**src/hdl/sfp_pkg.sv**
```systemverilog
// Shared types, constants and codes of the sum-checked frame parser.
package sfp_pkg;

    // Payload store geometry
    localparam int MAX_PAYLOAD = 32;
    localparam int STORE_DEPTH = 32;
    localparam int STORE_AW    = $clog2(STORE_DEPTH);
    localparam int SIZE_LIMIT  = (MAX_PAYLOAD < STORE_DEPTH) ? MAX_PAYLOAD : STORE_DEPTH;
    localparam int SIZE_W      = 6;
    localparam int POS_W       = 5;

    // Framing overhead: header, command, length, checksum, tail
    localparam int FRAME_OVERHEAD = 5;

    // Configuration register indexes
    localparam int CFG_INDEX_W = 3;
    localparam logic [CFG_INDEX_W-1:0] CFG_HEADER      = 3'd0;
    localparam logic [CFG_INDEX_W-1:0] CFG_TAIL        = 3'd1;
    localparam logic [CFG_INDEX_W-1:0] CFG_MIN_LENGTH  = 3'd2;
    localparam logic [CFG_INDEX_W-1:0] CFG_FIRST_CMD   = 3'd3;
    localparam logic [CFG_INDEX_W-1:0] CFG_FIRST_SIZE  = 3'd4;
    localparam logic [CFG_INDEX_W-1:0] CFG_SECOND_CMD  = 3'd5;
    localparam logic [CFG_INDEX_W-1:0] CFG_SECOND_SIZE = 3'd6;

    // Configuration reset values
    localparam logic [7:0]        RST_HEADER      = 8'd165;
    localparam logic [7:0]        RST_TAIL        = 8'd90;
    localparam logic [7:0]        RST_MIN_LENGTH  = 8'd5;
    localparam logic [7:0]        RST_FIRST_CMD   = 8'd1;
    localparam logic [SIZE_W-1:0] RST_FIRST_SIZE  = 6'd16;
    localparam logic [7:0]        RST_SECOND_CMD  = 8'd2;
    localparam logic [SIZE_W-1:0] RST_SECOND_SIZE = 6'd16;

    // Result status codes
    localparam logic [2:0] ST_OK        = 3'd0;
    localparam logic [2:0] ST_SHORT     = 3'd1;
    localparam logic [2:0] ST_FRAMING   = 3'd2;
    localparam logic [2:0] ST_CHECKSUM  = 3'd3;
    localparam logic [2:0] ST_CMD_LEN   = 3'd4;

    // One received byte
    typedef struct packed {
        logic [7:0] data_byte;
        logic       last_byte;
    } sfp_in_t;

    // One result item
    typedef struct packed {
        logic [2:0]       status;
        logic             command_valid;
        logic [7:0]       command_byte;
        logic [7:0]       payload_value;
        logic [POS_W-1:0] payload_position;
        logic             run_end;
    } sfp_out_t;

    // Controller to datapath commands
    typedef struct packed {
        logic byte_accept;   // store a non-final byte
        logic frame_end;     // latch the verdict and clear the frame state
        logic read_issue;    // read the store at the replay position
        logic load_fail;     // load the status result into the output register
        logic load_data;     // load one payload result and advance the replay
    } sfp_cmd_t;

    // Datapath to controller status
    typedef struct packed {
        logic frame_pass;    // verdict of the byte on the input is success
        logic replay_last;   // replay position is the last payload byte
    } sfp_stat_t;

endpackage

```
**src/hdl/sfp_ram.sv**
```systemverilog
// Generic single-write, single-read RAM with registered read data.
module sfp_ram #(
    parameter int WIDTH = 8,
    parameter int DEPTH = 32
) (
    input  logic                     clk,
    input  logic                     wr_en,
    input  logic [$clog2(DEPTH)-1:0] wr_addr,
    input  logic [WIDTH-1:0]         wr_data,
    input  logic                     rd_en,
    input  logic [$clog2(DEPTH)-1:0] rd_addr,
    output logic [WIDTH-1:0]         rd_data
);

    logic [WIDTH-1:0] mem [DEPTH];

    // Write port
    always_ff @(posedge clk)
    begin
        if (wr_en)
        begin
            mem[wr_addr] <= wr_data;
        end
    end

    // Registered read port; hold data while idle
    always_ff @(posedge clk)
    begin
        if (rd_en)
        begin
            rd_data <= mem[rd_addr];
        end
    end

endmodule

```
**src/hdl/sfp_datapath.sv**
```systemverilog
// Datapath of the frame parser: configuration, frame state, verdict, store and output register.
module sfp_datapath (
    input  logic                              clk,
    input  logic                              rst_n,
    input  sfp_pkg::sfp_in_t                  byte_data,
    input  logic                              cfg_write,
    input  logic [sfp_pkg::CFG_INDEX_W-1:0]   cfg_index,
    input  logic [7:0]                        cfg_data,
    input  sfp_pkg::sfp_cmd_t                 cmd,
    output sfp_pkg::sfp_stat_t                stat,
    output sfp_pkg::sfp_out_t                 result_data
);
    import sfp_pkg::*;

    // Configuration registers
    logic [7:0]        header_reg, tail_reg, min_length_reg;
    logic [7:0]        first_cmd_reg, second_cmd_reg;
    logic [SIZE_W-1:0] first_size_reg, second_size_reg;

    // Frame state
    logic [7:0] count_reg, count_next;
    logic [7:0] first_seen_reg, first_seen_next;
    logic [7:0] cmd_seen_reg, cmd_seen_next;
    logic [7:0] len_seen_reg, len_seen_next;
    logic [7:0] sum_reg, sum_next;
    logic [7:0] prev_reg, prev_next;

    // Latched verdict and replay
    logic [2:0]        verdict_status_reg;
    logic              verdict_cv_reg;
    logic [7:0]        verdict_cmd_reg;
    logic [SIZE_W-1:0] verdict_size_reg;
    logic [POS_W-1:0]  pos_reg, pos_next;

    // Output register
    sfp_out_t out_reg;

    // Verdict logic
    logic [8:0]        total;
    logic [7:0]        min_len;
    logic [7:0]        frame_first;
    logic              hit_first, hit_second;
    logic [SIZE_W-1:0] size;
    logic              size_ok, len_match, long_enough;
    logic [2:0]        status;
    logic              cv;

    // Store access
    logic [7:0]          wr_off;
    logic                wr_en;
    logic [7:0]          rd_data;
    logic [SIZE_W-1:0]   pos_plus;

    // Write configuration registers
    always_ff @(posedge clk or negedge rst_n)
    begin
        if (!rst_n)
        begin
            header_reg      <= RST_HEADER;
            tail_reg        <= RST_TAIL;
            min_length_reg  <= RST_MIN_LENGTH;
            first_cmd_reg   <= RST_FIRST_CMD;
            first_size_reg  <= RST_FIRST_SIZE;
            second_cmd_reg  <= RST_SECOND_CMD;
            second_size_reg <= RST_SECOND_SIZE;
        end
        else if (cfg_write)
        begin
            unique case (cfg_index)
                CFG_HEADER:      header_reg      <= cfg_data;
                CFG_TAIL:        tail_reg        <= cfg_data;
                CFG_MIN_LENGTH:  min_length_reg  <= cfg_data;
                CFG_FIRST_CMD:   first_cmd_reg   <= cfg_data;
                CFG_FIRST_SIZE:  first_size_reg  <= cfg_data[SIZE_W-1:0];
                CFG_SECOND_CMD:  second_cmd_reg  <= cfg_data;
                CFG_SECOND_SIZE: second_size_reg <= cfg_data[SIZE_W-1:0];
                default:         ;
            endcase
        end
    end

    // Judge the frame on its final byte
    always_comb
    begin
        total       = (count_reg == 8'd255) ? 9'd255 : {1'b0, count_reg} + 9'd1;
        min_len     = (min_length_reg < 8'(FRAME_OVERHEAD)) ? 8'(FRAME_OVERHEAD)
                                                            : min_length_reg;
        frame_first = (count_reg == 8'd0) ? byte_data.data_byte : first_seen_reg;
        hit_first   = (cmd_seen_reg == first_cmd_reg);
        hit_second  = (cmd_seen_reg == second_cmd_reg);
        if (hit_first)
        begin
            size = first_size_reg;
        end
        else if (hit_second)
        begin
            size = second_size_reg;
        end
        else
        begin
            size = '0;
        end
        len_match   = (hit_first || hit_second) && (len_seen_reg == 8'(size));
        size_ok     = (size != '0) && (size <= SIZE_W'(SIZE_LIMIT));
        long_enough = (total >= 9'(size) + 9'(FRAME_OVERHEAD));
        cv          = 1'b0;
        priority if (total < 9'(min_len))
        begin
            status = ST_SHORT;
        end
        else if (frame_first != header_reg || byte_data.data_byte != tail_reg)
        begin
            status = ST_FRAMING;
        end
        else if (prev_reg != sum_reg)
        begin
            status = ST_CHECKSUM;
        end
        else
        begin
            cv     = 1'b1;
            status = (len_match && size_ok && long_enough) ? ST_OK : ST_CMD_LEN;
        end
    end

    // Advance the frame state
    always_comb
    begin
        count_next      = count_reg;
        first_seen_next = first_seen_reg;
        cmd_seen_next   = cmd_seen_reg;
        len_seen_next   = len_seen_reg;
        sum_next        = sum_reg;
        prev_next       = prev_reg;
        if (cmd.frame_end)
        begin
            count_next      = '0;
            first_seen_next = '0;
            cmd_seen_next   = '0;
            len_seen_next   = '0;
            sum_next        = '0;
            prev_next       = '0;
        end
        else if (cmd.byte_accept)
        begin
            if (count_reg == 8'd0)
            begin
                first_seen_next = byte_data.data_byte;
            end
            if (count_reg == 8'd1)
            begin
                cmd_seen_next = byte_data.data_byte;
            end
            if (count_reg == 8'd2)
            begin
                len_seen_next = byte_data.data_byte;
            end
            if (count_reg != 8'd0)
            begin
                sum_next = sum_reg + prev_reg;
            end
            prev_next = byte_data.data_byte;
            if (count_reg != 8'd255)
            begin
                count_next = count_reg + 8'd1;
            end
        end
    end

    always_ff @(posedge clk or negedge rst_n)
    begin
        if (!rst_n)
        begin
            count_reg      <= '0;
            first_seen_reg <= '0;
            cmd_seen_reg   <= '0;
            len_seen_reg   <= '0;
            sum_reg        <= '0;
            prev_reg       <= '0;
            pos_reg        <= '0;
        end
        else
        begin
            count_reg      <= count_next;
            first_seen_reg <= first_seen_next;
            cmd_seen_reg   <= cmd_seen_next;
            len_seen_reg   <= len_seen_next;
            sum_reg        <= sum_next;
            prev_reg       <= prev_next;
            pos_reg        <= pos_next;
        end
    end

    // Latch the verdict when the frame ends
    always_ff @(posedge clk)
    begin
        if (cmd.frame_end)
        begin
            verdict_status_reg <= status;
            verdict_cv_reg     <= cv;
            verdict_cmd_reg    <= cv ? cmd_seen_reg : 8'd0;
            verdict_size_reg   <= size;
        end
    end

    // Store payload bytes that fit
    assign wr_off = count_reg - 8'd3;
    assign wr_en  = cmd.byte_accept && (count_reg >= 8'd3) && (count_reg != 8'd255)
                    && (wr_off < 8'(SIZE_LIMIT));

    sfp_ram #(
        .WIDTH (8),
        .DEPTH (STORE_DEPTH)
    ) u_store (
        .clk     (clk),
        .wr_en   (wr_en),
        .wr_addr (wr_off[STORE_AW-1:0]),
        .wr_data (byte_data.data_byte),
        .rd_en   (cmd.read_issue),
        .rd_addr (pos_reg[STORE_AW-1:0]),
        .rd_data (rd_data)
    );

    // Advance the replay; return to zero after the last byte
    assign pos_plus = SIZE_W'(pos_reg) + 6'd1;

    always_comb
    begin
        pos_next = pos_reg;
        if (cmd.load_data)
        begin
            pos_next = (pos_plus == verdict_size_reg) ? '0 : pos_plus[POS_W-1:0];
        end
    end

    // Load the output register
    always_ff @(posedge clk)
    begin
        if (cmd.load_fail)
        begin
            out_reg.status           <= verdict_status_reg;
            out_reg.command_valid    <= verdict_cv_reg;
            out_reg.command_byte     <= verdict_cmd_reg;
            out_reg.payload_value    <= '0;
            out_reg.payload_position <= '0;
            out_reg.run_end          <= 1'b1;
        end
        else if (cmd.load_data)
        begin
            out_reg.status           <= ST_OK;
            out_reg.command_valid    <= 1'b1;
            out_reg.command_byte     <= verdict_cmd_reg;
            out_reg.payload_value    <= rd_data;
            out_reg.payload_position <= pos_reg;
            out_reg.run_end          <= (pos_plus == verdict_size_reg);
        end
    end

    assign result_data      = out_reg;
    assign stat.frame_pass  = (status == ST_OK);
    assign stat.replay_last = (pos_plus == verdict_size_reg);

endmodule

```
**src/hdl/sfp_ctrl.sv**
```systemverilog
// Controller of the frame parser: input and output handshakes and the replay sequence.
module sfp_ctrl (
    input  logic               clk,
    input  logic               rst_n,
    input  logic               byte_valid,
    input  logic               last_byte,
    output logic               byte_stall,
    output logic               result_valid,
    input  logic               result_stall,
    input  sfp_pkg::sfp_stat_t stat,
    output sfp_pkg::sfp_cmd_t  cmd
);
    import sfp_pkg::*;

    typedef enum logic [1:0] {
        S_IDLE,
        S_FAIL,
        S_READ,
        S_SHOW
    } state_t;

    state_t state_reg, state_next;
    logic   valid_reg, valid_next;
    logic   accept;
    logic   out_free;

    assign byte_stall   = (state_reg != S_IDLE);
    assign accept       = byte_valid && !byte_stall;
    assign out_free     = !valid_reg || !result_stall;
    assign result_valid = valid_reg;

    // Sequence one frame's results
    always_comb
    begin
        state_next = state_reg;
        valid_next = valid_reg && result_stall;
        cmd        = '0;
        unique case (state_reg)
            S_IDLE:
            begin
                if (accept && !last_byte)
                begin
                    cmd.byte_accept = 1'b1;
                end
                else if (accept)
                begin
                    cmd.frame_end = 1'b1;
                    state_next    = stat.frame_pass ? S_READ : S_FAIL;
                end
            end
            S_FAIL:
            begin
                if (out_free)
                begin
                    cmd.load_fail = 1'b1;
                    valid_next    = 1'b1;
                    state_next    = S_IDLE;
                end
            end
            S_READ:
            begin
                cmd.read_issue = 1'b1;
                state_next     = S_SHOW;
            end
            S_SHOW:
            begin
                if (out_free)
                begin
                    cmd.load_data = 1'b1;
                    valid_next    = 1'b1;
                    state_next    = stat.replay_last ? S_IDLE : S_READ;
                end
            end
            default:
            begin
                state_next = S_IDLE;
            end
        endcase
    end

    // Hold state and output valid
    always_ff @(posedge clk or negedge rst_n)
    begin
        if (!rst_n)
        begin
            state_reg <= S_IDLE;
            valid_reg <= 1'b0;
        end
        else
        begin
            state_reg <= state_next;
            valid_reg <= valid_next;
        end
    end

endmodule

```
**src/hdl/sum_checked_frame_parser.sv**
```systemverilog
// Top level of the sum-checked frame parser.
// Takes a frame one byte per transfer (last_byte marks the final byte): header,
// command, length, payload, checksum (mod-256 sum of all earlier bytes), tail.
// The parser takes non-final bytes back to back.
// The final byte is judged in the cycle it arrives; a failed frame yields one
// status result through the S_FAIL state, and a good frame replays its payload from
// the store, each byte read in S_READ and loaded in S_SHOW since the store's read
// port is registered, so the input stays stalled until the last payload byte is loaded.
// Configuration writes are always taken (ready stays high) and belong between frames.
module sum_checked_frame_parser (
    input  logic                            clk,
    input  logic                            rst_n,
    input  logic                            byte_valid,
    output logic                            byte_stall,
    input  sfp_pkg::sfp_in_t                byte_data,
    output logic                            result_valid,
    input  logic                            result_stall,
    output sfp_pkg::sfp_out_t               result_data,
    input  logic                            cfg_valid,
    output logic                            cfg_ready,
    input  logic [sfp_pkg::CFG_INDEX_W-1:0] cfg_index,
    input  logic [7:0]                      cfg_data
);
    import sfp_pkg::*;

    sfp_cmd_t  cmd;
    sfp_stat_t stat;

    assign cfg_ready = 1'b1;

    sfp_ctrl u_ctrl (
        .clk          (clk),
        .rst_n        (rst_n),
        .byte_valid   (byte_valid),
        .last_byte    (byte_data.last_byte),
        .byte_stall   (byte_stall),
        .result_valid (result_valid),
        .result_stall (result_stall),
        .stat         (stat),
        .cmd          (cmd)
    );

    sfp_datapath u_datapath (
        .clk         (clk),
        .rst_n       (rst_n),
        .byte_data   (byte_data),
        .cfg_write   (cfg_valid && cfg_ready),
        .cfg_index   (cfg_index),
        .cfg_data    (cfg_data),
        .cmd         (cmd),
        .stat        (stat),
        .result_data (result_data)
    );

endmodule

```
**config.mk**
```make
export PLATFORM = sky130hd
export DESIGN_NAME = sum_checked_frame_parser
export DESIGN_NICKNAME = d
export VERILOG_FILES = /design/src/hdl/sfp_pkg.sv /design/src/hdl/sfp_ram.sv /design/src/hdl/sfp_datapath.sv /design/src/hdl/sfp_ctrl.sv /design/src/hdl/sum_checked_frame_parser.sv
export SDC_FILE = /design/constraint.sdc
export NUM_CORES = 1
export LEC_CHECK = 0
export BUFFER_PORTS_ARGS = -buffer_cell sky130_fd_sc_hd__buf_2
export CORE_ASPECT_RATIO = 1.4
export CORE_UTILIZATION = 35
export DETAILED_ROUTE_END_ITERATION = 12
export SETUP_SLACK_MARGIN = 0.15
export SLEW_MARGIN = 20
export SYNTH_ARGS = -nofsm -noshare
export SYNTH_HDL_FRONTEND = slang
export SYNTH_HIERARCHICAL = 1
export SYNTH_SLANG_ARGS = --single-unit
export TNS_END_PERCENT = 1
```
**constraint.sdc**
```tcl
create_clock -name clk -period 3.55 [get_ports clk]
set_clock_uncertainty 0.1 [all_clocks]
set_input_delay 0.71 -clock clk [delete_from_list [all_inputs] [get_ports clk]]
set_output_delay 0.71 -clock clk [all_outputs]
set_load 0.03 [all_outputs]
```
==> impl_metrics.ini <==
[yosys]
netlist_top_cells_area = edfxtp_1 49%, dfrtp_1 13%, mux4_2 10%
yosysUniqueCellTypes = 66
synth_area_per_cell_um2 = 16.08
ys_warn_count = 6
ys_async_sr_fraction = 0.2596
syn_area_um2 = 18000
synth_cells = 1120
synth_nets = 1172
synth-seq-cells = 416
synth_edf_count = 294
synthFlopType = edfxtp_1
yosysSeqAreaShare = 0.6570
synth_top_area_frac = 0.4903
yosysTopAreaCell = edfxtp_1

[clock_network]
cts_tree = built
cts.htree.levels = 2
cts_root_buf = clkbuf_16
cts_buffers = 40
worst_skew_pair.late_latency_ns = 0.55
clk_path_buf_depth = 3
path_clk_slew_ns = 0.07
clock-sinks = 416

[cells_and_area]
nNetsFinal = 1318
final_area_um2 = 21070
diodes = 0
regMostFlops = u_datapath/u_store/mem
nFillCells = 4574
fin_util = 0.4141
drive_gt1_frac = 0.3115
largest_register_ffs = 256
syn_to_final_growth_pct = 17.05

[worst_setup_path]
setup.worst_path.end = u_ctrl/state_reg[1]
worst_r2r_endpoint = u_ctrl/state_reg[1]
critical_path_class = flop to flop
worstSetupStartpointType = flop
cp_data_arrival_time_ns = 3.86
critPathCaptureType = flop
r2r_slack_ns = 0.02
crit_path_max_fanout = 5
r2r-start = u_datapath/first_cmd_reg[5]
cp.required_ns = 3.88
crit_path_start = u_datapath/first_cmd_reg[5]
ff2ff_path_depth = 16

[grt]
antenna_found_initial = 0
grt_usage = 0.1553
grt_pass1_vias = 10330
overflow = 0
grt_pass1_wl_um = 61840
grt_max_degree = 74

[routing]
wl_per_cell_um = 20.45
drt_iter0_drc = 620
vias = 9824
antenna_left = 0
drc_errors = 0
vias_per_cell = 5.046
wl_um = 39820
first_pass_iters = 5

[floorplan]
die_x_um = 193.7
core_area_um2 = 50890
boundaryPins = 54
die_y_um = 270.4
initial_core_util = 0.3538
dieArea_um2 = 52370
std_cell_rows = 98

[timing]
timing.final.crit_share = 0.9951
finalMaxSlewViolations = 0
relSlewSlack = 0.4337
rsz0062_at_grt = yes
fmax_mhz = 283.1
period_needed_ns = 3.533
hold_violations = 0
finalSetupViolations = 0
finalSetupTns_ns = 0
tightest_slew_ns = 0.8430

[place]
port_buffers = 52
dp_hpwl_um = 27210
gp_congestion = 0.8373
placed_area_um2 = 19570

[pwr]
peakVddDrop_v = 0.0005132
cellLeakagePower_nw = 7.734
fin_total_pwr_mw = 12.30
powerDensity_nw_per_um2 = 583.6

[status]
status = complete, no violations

[hold_path]
hp-class = input port to asynchronous set/reset pin

[run]
cap_violations = 0
-- layout make-up --
| cell class | instances | area [um2] | share of cell area |
|---|---|---|---|
| Clock buffer | 52 | 1086 | 0.05153 |
| Clock inverter | 21 | 171.4 | 0.008134 |
| Inverter | 17 | 63.81 | 0.003028 |
| Multi-Input combinational cell | 642 | 6066 | 0.2878 |
| Sequential cell | 416 | 11840 | 0.5617 |
| Tap cell | 650 | 813.3 | 0.03859 |
| Timing Repair Buffer | 149 | 1036 | 0.04916 |
-- Yosys cell counts, types with 8 or more instances --
master,number
nand2b_1,11
and2_1,15
edfxtp_1,294
a21o_1,9
o21ai_0,18
mux2i_1,57
nor2b_1,15
buf_1,11
dfrtp_1,94
xor2_1,31
inv_1,17
mux4_2,80
xnor2_1,31
nand3_1,15
ha_1,26
nand2_1,44
dfstp_2,14
a21oi_1,24
mux2_2,60
nor2_1,103
nand3b_1,8
dfxtp_1,14
clkbuf_1,22
-- cell usage in the layout, fill, tap and decap left out, types with 15 or more instances in the layout --
| cell type | count |
|---|---|
| xnor2_1 | 30 |
| mux4_2 | 80 |
| nand2_1 | 42 |
| buf_4 | 93 |
| nor2_1 | 102 |
| clkbuf_16 | 40 |
| dfrtp_1 | 89 |
| mux2i_1 | 56 |
| o21ai_0 | 18 |
| inv_1 | 16 |
| xor2_1 | 28 |
| a21oi_1 | 23 |
| ha_1 | 25 |
| buf_2 | 51 |
| nor2b_1 | 15 |
| edfxtp_1 | 294 |
| mux2_2 | 59 |
-- report_power, final --
group | internal [mW] | switching [mW]
Sequential | 5.66 | 0.316
Clock | 2.26 | 1.82
Combinational | 0.970 | 1.27
Total | 8.89 | 3.41
-- stage by stage --
| step | cells | hold WS, ns | worst slack (ns) |
|---|---|---|---|
| 2_1_floorplan | 1120 | 0.3144 | 0.1535 |
| 3_3_place_gp | 1862 | 0.3705 | -0.02905 |
| 3_5_place_dp | 1862 | 0.3804 | -0.07390 |
| 4_1_cts | 1940 | 0.09949 | -0.03485 |
| 5_1_grt | 1947 | 0.1361 | -0.1392 |
| 6_report | 1947 | 0.1075 | 0.01723 |
-- cells by family (layout without fill, tap and decap cells) --
family | Yosys count | after routing | share of synthesized area
AO/OA/AOI/OAI | 91 | 91 | 0.03364
XOR/XNOR | 62 | 62 | 0.03016
adder cells (fa/ha/maj) | 27 | 27 | 0.01918
buffers and inverters | 62 | 239 | 0.01577
flip-flops | 416 | 416 | 0.6570
multiplexers | 197 | 197 | 0.1693
other | 1 | 1 | 0.0002083
AND/OR/NAND/NOR | 264 | 264 | 0.07477
-- routing by layer --
metal	vias to the layer above	global-route usage	share of wire	wire, um
li1	4576	-	-	-
met1	5017	0.1743	0.39	15360
met2	157	0.2859	0.54	21360
met3	74	0.02210	0.032	1273
met4	0	0.07747	0.046	1825
met5	-	0	0	0
-- critical path, cell delays in order, from the launching register on --
cell and delay [ns]:
dfrtp_1 0.41, xor2_2 0.20, nor4_4 0.36, and2_4 0.23
buf_6 0.12, mux2i_4 0.27, mux2i_1 0.12, ha_1 0.28
a21o_1 0.16, a21o_1 0.16, a21oi_2 0.14, nor2_1 0.07
o41ai_2 0.27, buf_4 0.18, nor4_4 0.04, and4b_1 0.18
a2bb2oi_1 0.13
-- worst min-delay path by stage --
stage                              endpoint  slack, ns  cells past startpoint
6_report       u_datapath/second_cmd_reg[6]       0.11                      1
5_1_grt        u_datapath/second_cmd_reg[4]       0.14                      1
4_1_cts          u_datapath/cmd_seen_reg[2]        0.1                      1
3_5_place_dp     u_datapath/result_data[13]       0.38                      2
3_3_place_gp      u_datapath/result_data[6]       0.37                      2
2_1_floorplan           u_ctrl/result_valid       0.31                      0
-- timing repair --
action / CTS / global route
pin swaps: 11 / 14
resized for setup: 5 / 27
hold buffers: 0 / 0
endpoints found under the setup margin: 11 / 11
setup buffers: 5 / 7
No activity file was read; power rests on OpenSTA's default activity.
